==> src/rtl/sbo_pkg.sv <==
// ============================================================================
// sbo_pkg - shared types and constants for the segment/box overlap test
// Widths of the internal arithmetic, register map codes and the structs that
// carry box settings and per-item intermediate results between stages.
// ============================================================================
package sbo_pkg;

    // Widest coordinate kept; narrower settings sign-extend up to this.
    localparam int C_CRD_W           = 32;
    localparam int C_COORD_WIDTH_DEF = 32;
    // Difference of two coordinates.
    localparam int C_DIF_W  = C_CRD_W + 1;
    // Product of two differences and the orientation (difference of two).
    localparam int C_PRD_W  = 2 * C_DIF_W;
    localparam int C_ORI_W  = C_PRD_W + 1;
    // Tolerance widths.
    localparam int C_TOLC_W = 31;
    localparam int C_TOLA_W = 63;
    // Coordinate plus or minus coordinate tolerance.
    localparam int C_EXT_W  = C_CRD_W + 2;

    // Register port: 64-bit data, registers on 8-byte steps.
    localparam int C_CFG_DW  = 64;
    localparam int C_IDX_W   = 3;
    localparam int C_IDX_LSB = 3;
    localparam int C_CFG_AW  = C_IDX_W + C_IDX_LSB;

    typedef logic signed [C_CRD_W-1:0] t_crd;
    typedef logic signed [C_DIF_W-1:0] t_dif;
    typedef logic signed [C_EXT_W-1:0] t_ext;

    typedef enum logic [C_IDX_W-1:0] {
        REG_BOX_X_MIN   = 3'd0,
        REG_BOX_X_MAX   = 3'd1,
        REG_BOX_Y_MIN   = 3'd2,
        REG_BOX_Y_MAX   = 3'd3,
        REG_BOX_Z_MIN   = 3'd4,
        REG_BOX_Z_MAX   = 3'd5,
        REG_COORD_TOL   = 3'd6,
        REG_AREA_TOL    = 3'd7
    } t_reg_idx;

    typedef enum logic [1:0] {
        DEC_NONE   = 2'd0,
        DEC_DEGEN  = 2'd1,
        DEC_POINT  = 2'd2,
        DEC_EDGE   = 2'd3
    } t_decide;

    // Box settings plus values derived from them by the register block.
    typedef struct packed {
        t_crd                  x_min;
        t_crd                  x_max;
        t_crd                  y_min;
        t_crd                  y_max;
        t_dif                  box_dx;
        t_dif                  box_dy;
        t_ext                  x_min_lo;
        t_ext                  x_min_hi;
        t_ext                  x_max_lo;
        t_ext                  x_max_hi;
        t_ext                  y_min_lo;
        t_ext                  y_min_hi;
        t_ext                  y_max_lo;
        t_ext                  y_max_hi;
        t_ext                  x_span_lo;
        t_ext                  x_span_hi;
        t_ext                  y_span_lo;
        t_ext                  y_span_hi;
        logic [C_TOLC_W-1:0]   tol_c;
        logic [C_TOLA_W-1:0]   tol_a;
        logic                  degen;
    } t_box_cfg;

    // Range flags, bit j refers to segment endpoint j (or box min/max).
    typedef struct packed {
        logic [1:0] pt_in;       // endpoint inside grown box
        logic [1:0] kx_in;       // box x_min / x_max inside segment x extent
        logic [1:0] ky_in;       // box y_min / y_max inside segment y extent
        logic [1:0] x_span;      // endpoint x inside box x extent
        logic [1:0] y_span;
        logic [1:0] x_near_min;  // endpoint x within tolerance of x_min
        logic [1:0] x_near_max;
        logic [1:0] y_near_min;
        logic [1:0] y_near_max;
    } t_prep_flags;

    // Differences feeding the orientation products.
    typedef struct packed {
        t_dif        seg_dx;
        t_dif        seg_dy;
        t_dif        kx_min;   // x_min - x1
        t_dif        kx_max;   // x_max - x1
        t_dif        ky_min;   // y_min - y1
        t_dif        ky_max;   // y_max - y1
        t_dif        ed0_p0;   // yj - y_min
        t_dif        ed0_p1;
        t_dif        ed1_p0;   // x_max - xj
        t_dif        ed1_p1;
        t_dif        ed2_p0;   // y_max - yj
        t_dif        ed2_p1;
        t_dif        ed3_p0;   // xj - x_min
        t_dif        ed3_p1;
        t_prep_flags flags;
    } t_prep_data;

    // Orientation signs: corners k0..k3 against the segment, and
    // each endpoint against edges e0..e3.
    typedef struct packed {
        logic [3:0]  k_pos;
        logic [3:0]  k_neg;
        logic [3:0]  e_pos0;
        logic [3:0]  e_neg0;
        logic [3:0]  e_pos1;
        logic [3:0]  e_neg1;
        t_prep_flags flags;
    } t_sign_set;

endpackage

==> src/rtl/sbo_prep.sv <==
// ============================================================================
// sbo_prep - first work stage
// Forms coordinate differences and all range flags for one segment.
// ============================================================================
module sbo_prep #(
    parameter int COORD_W = sbo_pkg::C_COORD_WIDTH_DEF
) (
    input  logic                 i_clk,
    input  logic                 i_en,
    input  logic [COORD_W-1:0]   i_x1,
    input  logic [COORD_W-1:0]   i_y1,
    input  logic [COORD_W-1:0]   i_x2,
    input  logic [COORD_W-1:0]   i_y2,
    input  sbo_pkg::t_box_cfg    i_cfg,
    output sbo_pkg::t_prep_data  o_prep
);
    import sbo_pkg::*;

    t_prep_data r_prep;
    t_prep_data n_prep;

    t_crd w_x1, w_y1, w_x2, w_y2;
    t_crd w_bxmn, w_bxmx, w_bymn, w_bymx;
    t_ext w_x1e, w_y1e, w_x2e, w_y2e, w_tc;
    t_ext w_x1lo, w_x1hi, w_x2lo, w_x2hi, w_y1lo, w_y1hi, w_y2lo, w_y2hi;
    t_ext w_bxmn_e, w_bxmx_e, w_bymn_e, w_bymx_e;
    t_ext w_xmnlo, w_xmnhi, w_xmxlo, w_xmxhi, w_ymnlo, w_ymnhi, w_ymxlo, w_ymxhi;
    t_ext w_xslo, w_xshi, w_yslo, w_yshi;

    // Sign-extend endpoints and unpack settings
    assign w_x1 = C_CRD_W'(signed'(i_x1));
    assign w_y1 = C_CRD_W'(signed'(i_y1));
    assign w_x2 = C_CRD_W'(signed'(i_x2));
    assign w_y2 = C_CRD_W'(signed'(i_y2));
    assign w_bxmn = i_cfg.x_min;
    assign w_bxmx = i_cfg.x_max;
    assign w_bymn = i_cfg.y_min;
    assign w_bymx = i_cfg.y_max;
    assign w_xmnlo = i_cfg.x_min_lo;
    assign w_xmnhi = i_cfg.x_min_hi;
    assign w_xmxlo = i_cfg.x_max_lo;
    assign w_xmxhi = i_cfg.x_max_hi;
    assign w_ymnlo = i_cfg.y_min_lo;
    assign w_ymnhi = i_cfg.y_min_hi;
    assign w_ymxlo = i_cfg.y_max_lo;
    assign w_ymxhi = i_cfg.y_max_hi;
    assign w_xslo  = i_cfg.x_span_lo;
    assign w_xshi  = i_cfg.x_span_hi;
    assign w_yslo  = i_cfg.y_span_lo;
    assign w_yshi  = i_cfg.y_span_hi;

    assign w_x1e = C_EXT_W'(w_x1);
    assign w_y1e = C_EXT_W'(w_y1);
    assign w_x2e = C_EXT_W'(w_x2);
    assign w_y2e = C_EXT_W'(w_y2);
    assign w_tc  = C_EXT_W'(i_cfg.tol_c);
    assign w_bxmn_e = C_EXT_W'(w_bxmn);
    assign w_bxmx_e = C_EXT_W'(w_bxmx);
    assign w_bymn_e = C_EXT_W'(w_bymn);
    assign w_bymx_e = C_EXT_W'(w_bymx);

    // Grow each endpoint by the tolerance; min-t <= v iff some end-t <= v
    assign w_x1lo = w_x1e - w_tc;
    assign w_x1hi = w_x1e + w_tc;
    assign w_x2lo = w_x2e - w_tc;
    assign w_x2hi = w_x2e + w_tc;
    assign w_y1lo = w_y1e - w_tc;
    assign w_y1hi = w_y1e + w_tc;
    assign w_y2lo = w_y2e - w_tc;
    assign w_y2hi = w_y2e + w_tc;

    always_comb begin
        // Differences for the orientation products
        n_prep.seg_dx = C_DIF_W'(w_x2) - C_DIF_W'(w_x1);
        n_prep.seg_dy = C_DIF_W'(w_y2) - C_DIF_W'(w_y1);
        n_prep.kx_min = C_DIF_W'(w_bxmn) - C_DIF_W'(w_x1);
        n_prep.kx_max = C_DIF_W'(w_bxmx) - C_DIF_W'(w_x1);
        n_prep.ky_min = C_DIF_W'(w_bymn) - C_DIF_W'(w_y1);
        n_prep.ky_max = C_DIF_W'(w_bymx) - C_DIF_W'(w_y1);
        n_prep.ed0_p0 = C_DIF_W'(w_y1) - C_DIF_W'(w_bymn);
        n_prep.ed0_p1 = C_DIF_W'(w_y2) - C_DIF_W'(w_bymn);
        n_prep.ed1_p0 = C_DIF_W'(w_bxmx) - C_DIF_W'(w_x1);
        n_prep.ed1_p1 = C_DIF_W'(w_bxmx) - C_DIF_W'(w_x2);
        n_prep.ed2_p0 = C_DIF_W'(w_bymx) - C_DIF_W'(w_y1);
        n_prep.ed2_p1 = C_DIF_W'(w_bymx) - C_DIF_W'(w_y2);
        n_prep.ed3_p0 = C_DIF_W'(w_x1) - C_DIF_W'(w_bxmn);
        n_prep.ed3_p1 = C_DIF_W'(w_x2) - C_DIF_W'(w_bxmn);

        // Endpoint inside the grown box
        n_prep.flags.pt_in[0] = (w_x1e >= w_xmnlo) && (w_x1e <= w_xmxhi)
                             && (w_y1e >= w_ymnlo) && (w_y1e <= w_ymxhi);
        n_prep.flags.pt_in[1] = (w_x2e >= w_xmnlo) && (w_x2e <= w_xmxhi)
                             && (w_y2e >= w_ymnlo) && (w_y2e <= w_ymxhi);

        // Box coordinates inside the grown segment extent
        n_prep.flags.kx_in[0] = ((w_bxmn_e >= w_x1lo) || (w_bxmn_e >= w_x2lo))
                             && ((w_bxmn_e <= w_x1hi) || (w_bxmn_e <= w_x2hi));
        n_prep.flags.kx_in[1] = ((w_bxmx_e >= w_x1lo) || (w_bxmx_e >= w_x2lo))
                             && ((w_bxmx_e <= w_x1hi) || (w_bxmx_e <= w_x2hi));
        n_prep.flags.ky_in[0] = ((w_bymn_e >= w_y1lo) || (w_bymn_e >= w_y2lo))
                             && ((w_bymn_e <= w_y1hi) || (w_bymn_e <= w_y2hi));
        n_prep.flags.ky_in[1] = ((w_bymx_e >= w_y1lo) || (w_bymx_e >= w_y2lo))
                             && ((w_bymx_e <= w_y1hi) || (w_bymx_e <= w_y2hi));

        // Endpoints against the grown extent of each box edge
        n_prep.flags.x_span[0]     = (w_x1e >= w_xslo) && (w_x1e <= w_xshi);
        n_prep.flags.x_span[1]     = (w_x2e >= w_xslo) && (w_x2e <= w_xshi);
        n_prep.flags.y_span[0]     = (w_y1e >= w_yslo) && (w_y1e <= w_yshi);
        n_prep.flags.y_span[1]     = (w_y2e >= w_yslo) && (w_y2e <= w_yshi);
        n_prep.flags.x_near_min[0] = (w_x1e >= w_xmnlo) && (w_x1e <= w_xmnhi);
        n_prep.flags.x_near_min[1] = (w_x2e >= w_xmnlo) && (w_x2e <= w_xmnhi);
        n_prep.flags.x_near_max[0] = (w_x1e >= w_xmxlo) && (w_x1e <= w_xmxhi);
        n_prep.flags.x_near_max[1] = (w_x2e >= w_xmxlo) && (w_x2e <= w_xmxhi);
        n_prep.flags.y_near_min[0] = (w_y1e >= w_ymnlo) && (w_y1e <= w_ymnhi);
        n_prep.flags.y_near_min[1] = (w_y2e >= w_ymnlo) && (w_y2e <= w_ymnhi);
        n_prep.flags.y_near_max[0] = (w_y1e >= w_ymxlo) && (w_y1e <= w_ymxhi);
        n_prep.flags.y_near_max[1] = (w_y2e >= w_ymxlo) && (w_y2e <= w_ymxhi);
    end

    // Hold stage when the next stage is full
    always_ff @(posedge i_clk) begin
        if (i_en) begin
            r_prep <= n_prep;
        end
    end

    assign o_prep = r_prep;

endmodule

==> config.mk <==
export PLATFORM = sky130hd
export DESIGN_NAME = sbo_prep
export DESIGN_NICKNAME = d
export VERILOG_FILES = /design/src/rtl/sbo_pkg.sv /design/src/rtl/sbo_prep.sv
export SDC_FILE = /design/constraint.sdc
export NUM_CORES = 2
export LEC_CHECK = 0
export BUFFER_PORTS_ARGS = -buffer_cell sky130_fd_sc_hd__buf_2
export CAP_MARGIN = 0
export CORE_AREA = 2 2 510 512
export DETAILED_ROUTE_END_ITERATION = 10
export DIE_AREA = 0 0 512 514
export GPL_TIMING_DRIVEN = 0
export PLACE_DENSITY = 0.45
export REMOVE_ABC_BUFFERS = 1
export SLEW_MARGIN = 20
export SYNTH_ARGS = -nofsm -noshare
export SYNTH_HDL_FRONTEND = slang
export SYNTH_SLANG_ARGS = --single-unit
==> constraint.sdc <==
create_clock -name i_clk -period 13.8 [get_ports i_clk]
set_input_delay 2.76 -clock i_clk [delete_from_list [all_inputs] [get_ports i_clk]]
set_output_delay 2.76 -clock i_clk [all_outputs]
set_load 0.02 [all_outputs]
======== Yosys cells after proc, flatten, opt, wreduce, memory -nomap -nowiden ========
Cells that the tools add are included.
W data, S select, Z words.
operators by class
  reductions and logical operators ........ 30
  add/sub/neg operators ................... 20
  $lt $le $gt $ge ......................... 40
operators by type and width
  cell                 number
  $sub A32 B32 Y33     16
  $ge A32 B34 Y1       12
  $le A32 B34 Y1       12
  $ge A32 B33 Y1       8
  $le A32 B33 Y1       8
  $add A32 B32 Y33     4
  $logic_and A1 B1 Y1  22
  $logic_or A1 B1 Y1   8
storage, ports and cells
  word-level logic and storage cells ...... 111
  input bits .............................. 827
  bits in registers ....................... 414
  output and inout bits ................... 480

======== Depth between registers and ports, before layout ========
  depth in word-level cells ............... 4
  gate-level depth with buffers ........... 26
  depth with buffers taken out ............ 26

======== Least setup slack after synthesis ========
OpenSTA, ideal clock, no wires.
  path kind ............................... input -> register
  from .................................... input i_cfg[65] in the netlist's numbering
  to ...................................... register r_prep, in the netlist o_prep[15], data pin
  required time ........................... 13.533 ns
  stages on the path ...................... 22
  setup time .............................. 0.267 ns
  arrival ................................. 7.167 ns
  path buffers ............................ 0
  path slack .............................. 6.366 ns
  cells stage by stage .................... inv_1 ha_1 nor2b_1 o21ai_0 o22ai_1 o41ai_1 o21ai_0 a21oi_1 o21ai_1 a211oi_1 nor2_1 a211o_1 ha_1 nand3_1 nor2_1 and3_1 a41oi_1 nand2_1 maj3_1 maj3_1 nand3_1 a32oi_1
RTL lines
  what                  line             source
  from (decl)           sbo_prep.sv:14   input sbo_pkg::t_box_cfg i_cfg,
  to (signal assigned)  sbo_prep.sv:123  r_prep <= n_prep;
  to (decl)             sbo_prep.sv:19   t_prep_data r_prep;

==> impl_metrics.tcl <==
set metrics [dict create \
    synth-main-ff-cell "edfxtp_1" \
    whs_path_depth 1 \
    ys_top_cells_by_area "ha_1 33%, edfxtp_1 17%, xnor2_1 5.2%, a21oi_1 5.2%, a21o_1 5.0%" \
    syn_inst 8656 \
    grt.total_usage_pct 31.2 \
    wl_um 428000 \
    min-delay-start "i_en" \
    yosysTopAreaCell "ha_1" \
    die-area_mm2 0.263 \
    synth_edf_count 412 \
    final_core_util_pct 32.9 \
    path_max_fanout 12 \
    cts_root_buf "clkbuf_16" \
    cap_violations 0 \
    cts.path.max_buffers 3 \
    powerDensity_mw_per_mm2 91.1 \
    final-seq-area_mm2 0.0124 \
    startpoint_type "primary input" \
    slew_headroom_pct 13.8 \
    dp_hpwl_um 365000 \
    io_buffers 1176 \
    coreArea_mm2 0.258 \
    htreeDepth 2 \
    rsz0062_at_grt "no" \
    fin_crit_sh_pct 73.6 \
    dp.cells 13100 \
    fillers 27400 \
    multi_input_area_mm2 0.0570 \
    start_util_pct 28.5 \
    synth_seq_cells 412 \
    antenna_found_initial 143 \
    die_h_um 514 \
    status "finished, final reports clean" \
    vias_per_cell 5.59 \
    fin_nets 12500 \
    rows 187 \
    fp.dieW_um 512 \
    grt_pass1_wl_um 578000 \
    max_freq_mhz 98.5 \
    overflow 0 \
    p_leak_uw 0.0421 \
    hold_slack_ns 2.46 \
    clkTransAtPathRegs_ns 0.07 \
    hold_end "o_prep[335]" \
    arrival_ns 10.52 \
    synth.distinct_cells 102 \
    final_common_cell "ha_1" \
    hold_viol 0 \
    avgSynthCellArea_um2 8.51 \
    setup_ws_ns 3.65 \
    num_vias 73800 \
    grt_max_degree 93 \
    crit_required_ns 14.17 \
    area_delta_synth_final_pct 15.4 \
    hold_path_class "in2reg" \
    io_pins 1307 \
    timing.final.crit_period_ns 10.15 \
    drt-pass1-iter-count 6 \
    wl_per_cell_um 32.4 \
    largest_reg_flops 412 \
    cts_buffers 54 \
    yosysWarnings 0 \
    synth.top_cell.area_share_pct 33.0 \
    final_cell_mix "1944 x ha_1, 1176 x buf_2, 867 x inv_1" \
    synth_area_mm2 0.0736 \
    timing.setup.tns_ns 0 \
    finalNonFillerCells 13200 \
    clock-sinks 412 \
    drive_gt1_share_pct 13.9 \
    setup_viol_count_final 0 \
    ant_nets 0 \
    ys_seq_area_share_pct 16.8 \
    tightest_slew_ns 1.28 \
    drt_iter0_drc 5426 \
    cts_tree "built" \
    ir_worst_vdd_mv 0.0975 \
    pre_cts_slack_ns 2.94 \
    endpoint_kind "register" \
    async_flop_share_pct 0 \
    maxSlewViolCount 0 \
    critPathKind "in2reg" \
    drc_errors 0 \
    cts_setup_buffers 0 \
    cts.repair.resized 0 \
    hold_buffers 0 \
    grt_pass1_vias 74700 \
    gp_congestion 0.987 \
]
==> area by class of cell <==
| cell class | count | area share (%) |
|---|---|---|
| inverters | 870 | 3.84 |
| diodes | 51 | 0.150 |
| well taps | 3402 | 5.01 |
| multi-input cells | 7181 | 67.1 |
| clock inverters | 40 | 0.575 |
| clock buffers | 57 | 1.60 |
| repair buffers | 1190 | 7.18 |
| flip-flops and latches | 412 | 14.6 |
==> how the worst max path moves through the flow <==
stage / from / endpoint / cells past startpoint
2_1_floorplan: i_cfg[65] / o_prep[15] / 22
3_3_place_gp: i_en / o_prep[449] / 1
3_5_place_dp: i_cfg[65] / o_prep[13] / 24
4_1_cts: i_cfg[65] / o_prep[13] / 24
5_1_grt: i_cfg[65] / o_prep[13] / 24
6_report: i_cfg[65] / o_prep[13] / 24
==> worst max-delay path, stage by stage <==
cell and delay (ns):
buf_2 0.17, inv_1 0.63, fa_1 0.36, o21bai_1 0.13, and3_1 0.23, o21ai_0 0.66
a21boi_0 0.32, o311ai_0 0.82, a21oi_1 0.26, a21oi_1 0.39, a21o_1 0.25, o21bai_1 0.08
a21oi_1 0.19, xnor2_1 0.16, ha_1 0.33, nand3_1 0.08, nor2_1 0.21, and3_1 0.38
nand2_1 0.18, nor3_1 0.76, nand3_1 0.24, o221ai_1 0.13, a31oi_1 0.09, a32oi_1 0.69
==> synthesized netlist by cell type (13+ instances only) <==
| master | count |
|---|---|
| a2111oi_0 | 15 |
| a221oi_1 | 36 |
| maj3_1 | 15 |
| clkbuf_1 | 94 |
| o31ai_1 | 50 |
| a221o_1 | 20 |
| buf_4 | 72 |
| o21ai_0 | 428 |
| a31oi_1 | 82 |
| o41ai_1 | 30 |
| inv_1 | 867 |
| nand4_1 | 245 |
| xnor2_1 | 439 |
| and3_1 | 57 |
| nand2b_1 | 135 |
| ha_1 | 1944 |
| o22ai_1 | 20 |
| a211o_1 | 22 |
| o21ai_1 | 13 |
| a21o_1 | 486 |
| a21boi_0 | 24 |
| o31a_1 | 24 |
| nand3_1 | 163 |
| nand3b_1 | 15 |
| xor2_1 | 121 |
| or2_2 | 17 |
| nor2_1 | 586 |
| and4_1 | 37 |
| a311oi_1 | 13 |
| o2111ai_1 | 24 |
| a21oi_1 | 758 |
| a211oi_1 | 68 |
| fa_1 | 20 |
| o21a_1 | 156 |
| o211ai_1 | 51 |
| edfxtp_1 | 412 |
| nor4_1 | 44 |
| buf_2 | 17 |
| o21bai_1 | 76 |
| and2_1 | 16 |
| nand2_1 | 341 |
| or3_1 | 43 |
| nor3_1 | 155 |
| nor2b_1 | 222 |
==> metal layers <==
layer  wire, um  global-route usage (%)  up-vias
met3      27300                    6.23      703
met4      27700                    17.6       86
li1           -                       -    34100
met1     168000                    35.4    36200
met5        603                       0        -
met2     204000                    54.5     2699
==> per-stage QoR <==
step	instance area, um2	total power [uW]
after floorplan	72600	4290
after global placement	82700	6120
after detailed placement	83000	6160
after CTS	84900	7760
after global routing	84900	8190
final	85000	7740
==> power breakdown <==
group	switching, uW	internal, uW
clock network	677	876
logic	2920	1510
registers	109	1660
total	3700	4040
==> logic make-up (layout without fill, tap and decap cells) <==
| logic type | after synthesis | after routing | synth area share [%] |
|---|---|---|---|
| AOI/OAI and AO/OA | 2510 | 2510 | 22.1 |
| and+or+nand+nor | 2118 | 2118 | 14.6 |
| adders and majority gates | 1983 | 1983 | 33.8 |
| buffers and inverters | 1063 | 2157 | 5.87 |
| xor gates and xnor gates | 562 | 562 | 6.71 |
| DFF | 412 | 412 | 16.8 |
| muxes | 8 | 8 | 0.114 |
| other | 0 | 51 | 0 |
Power figures use the tool's default switching activity.
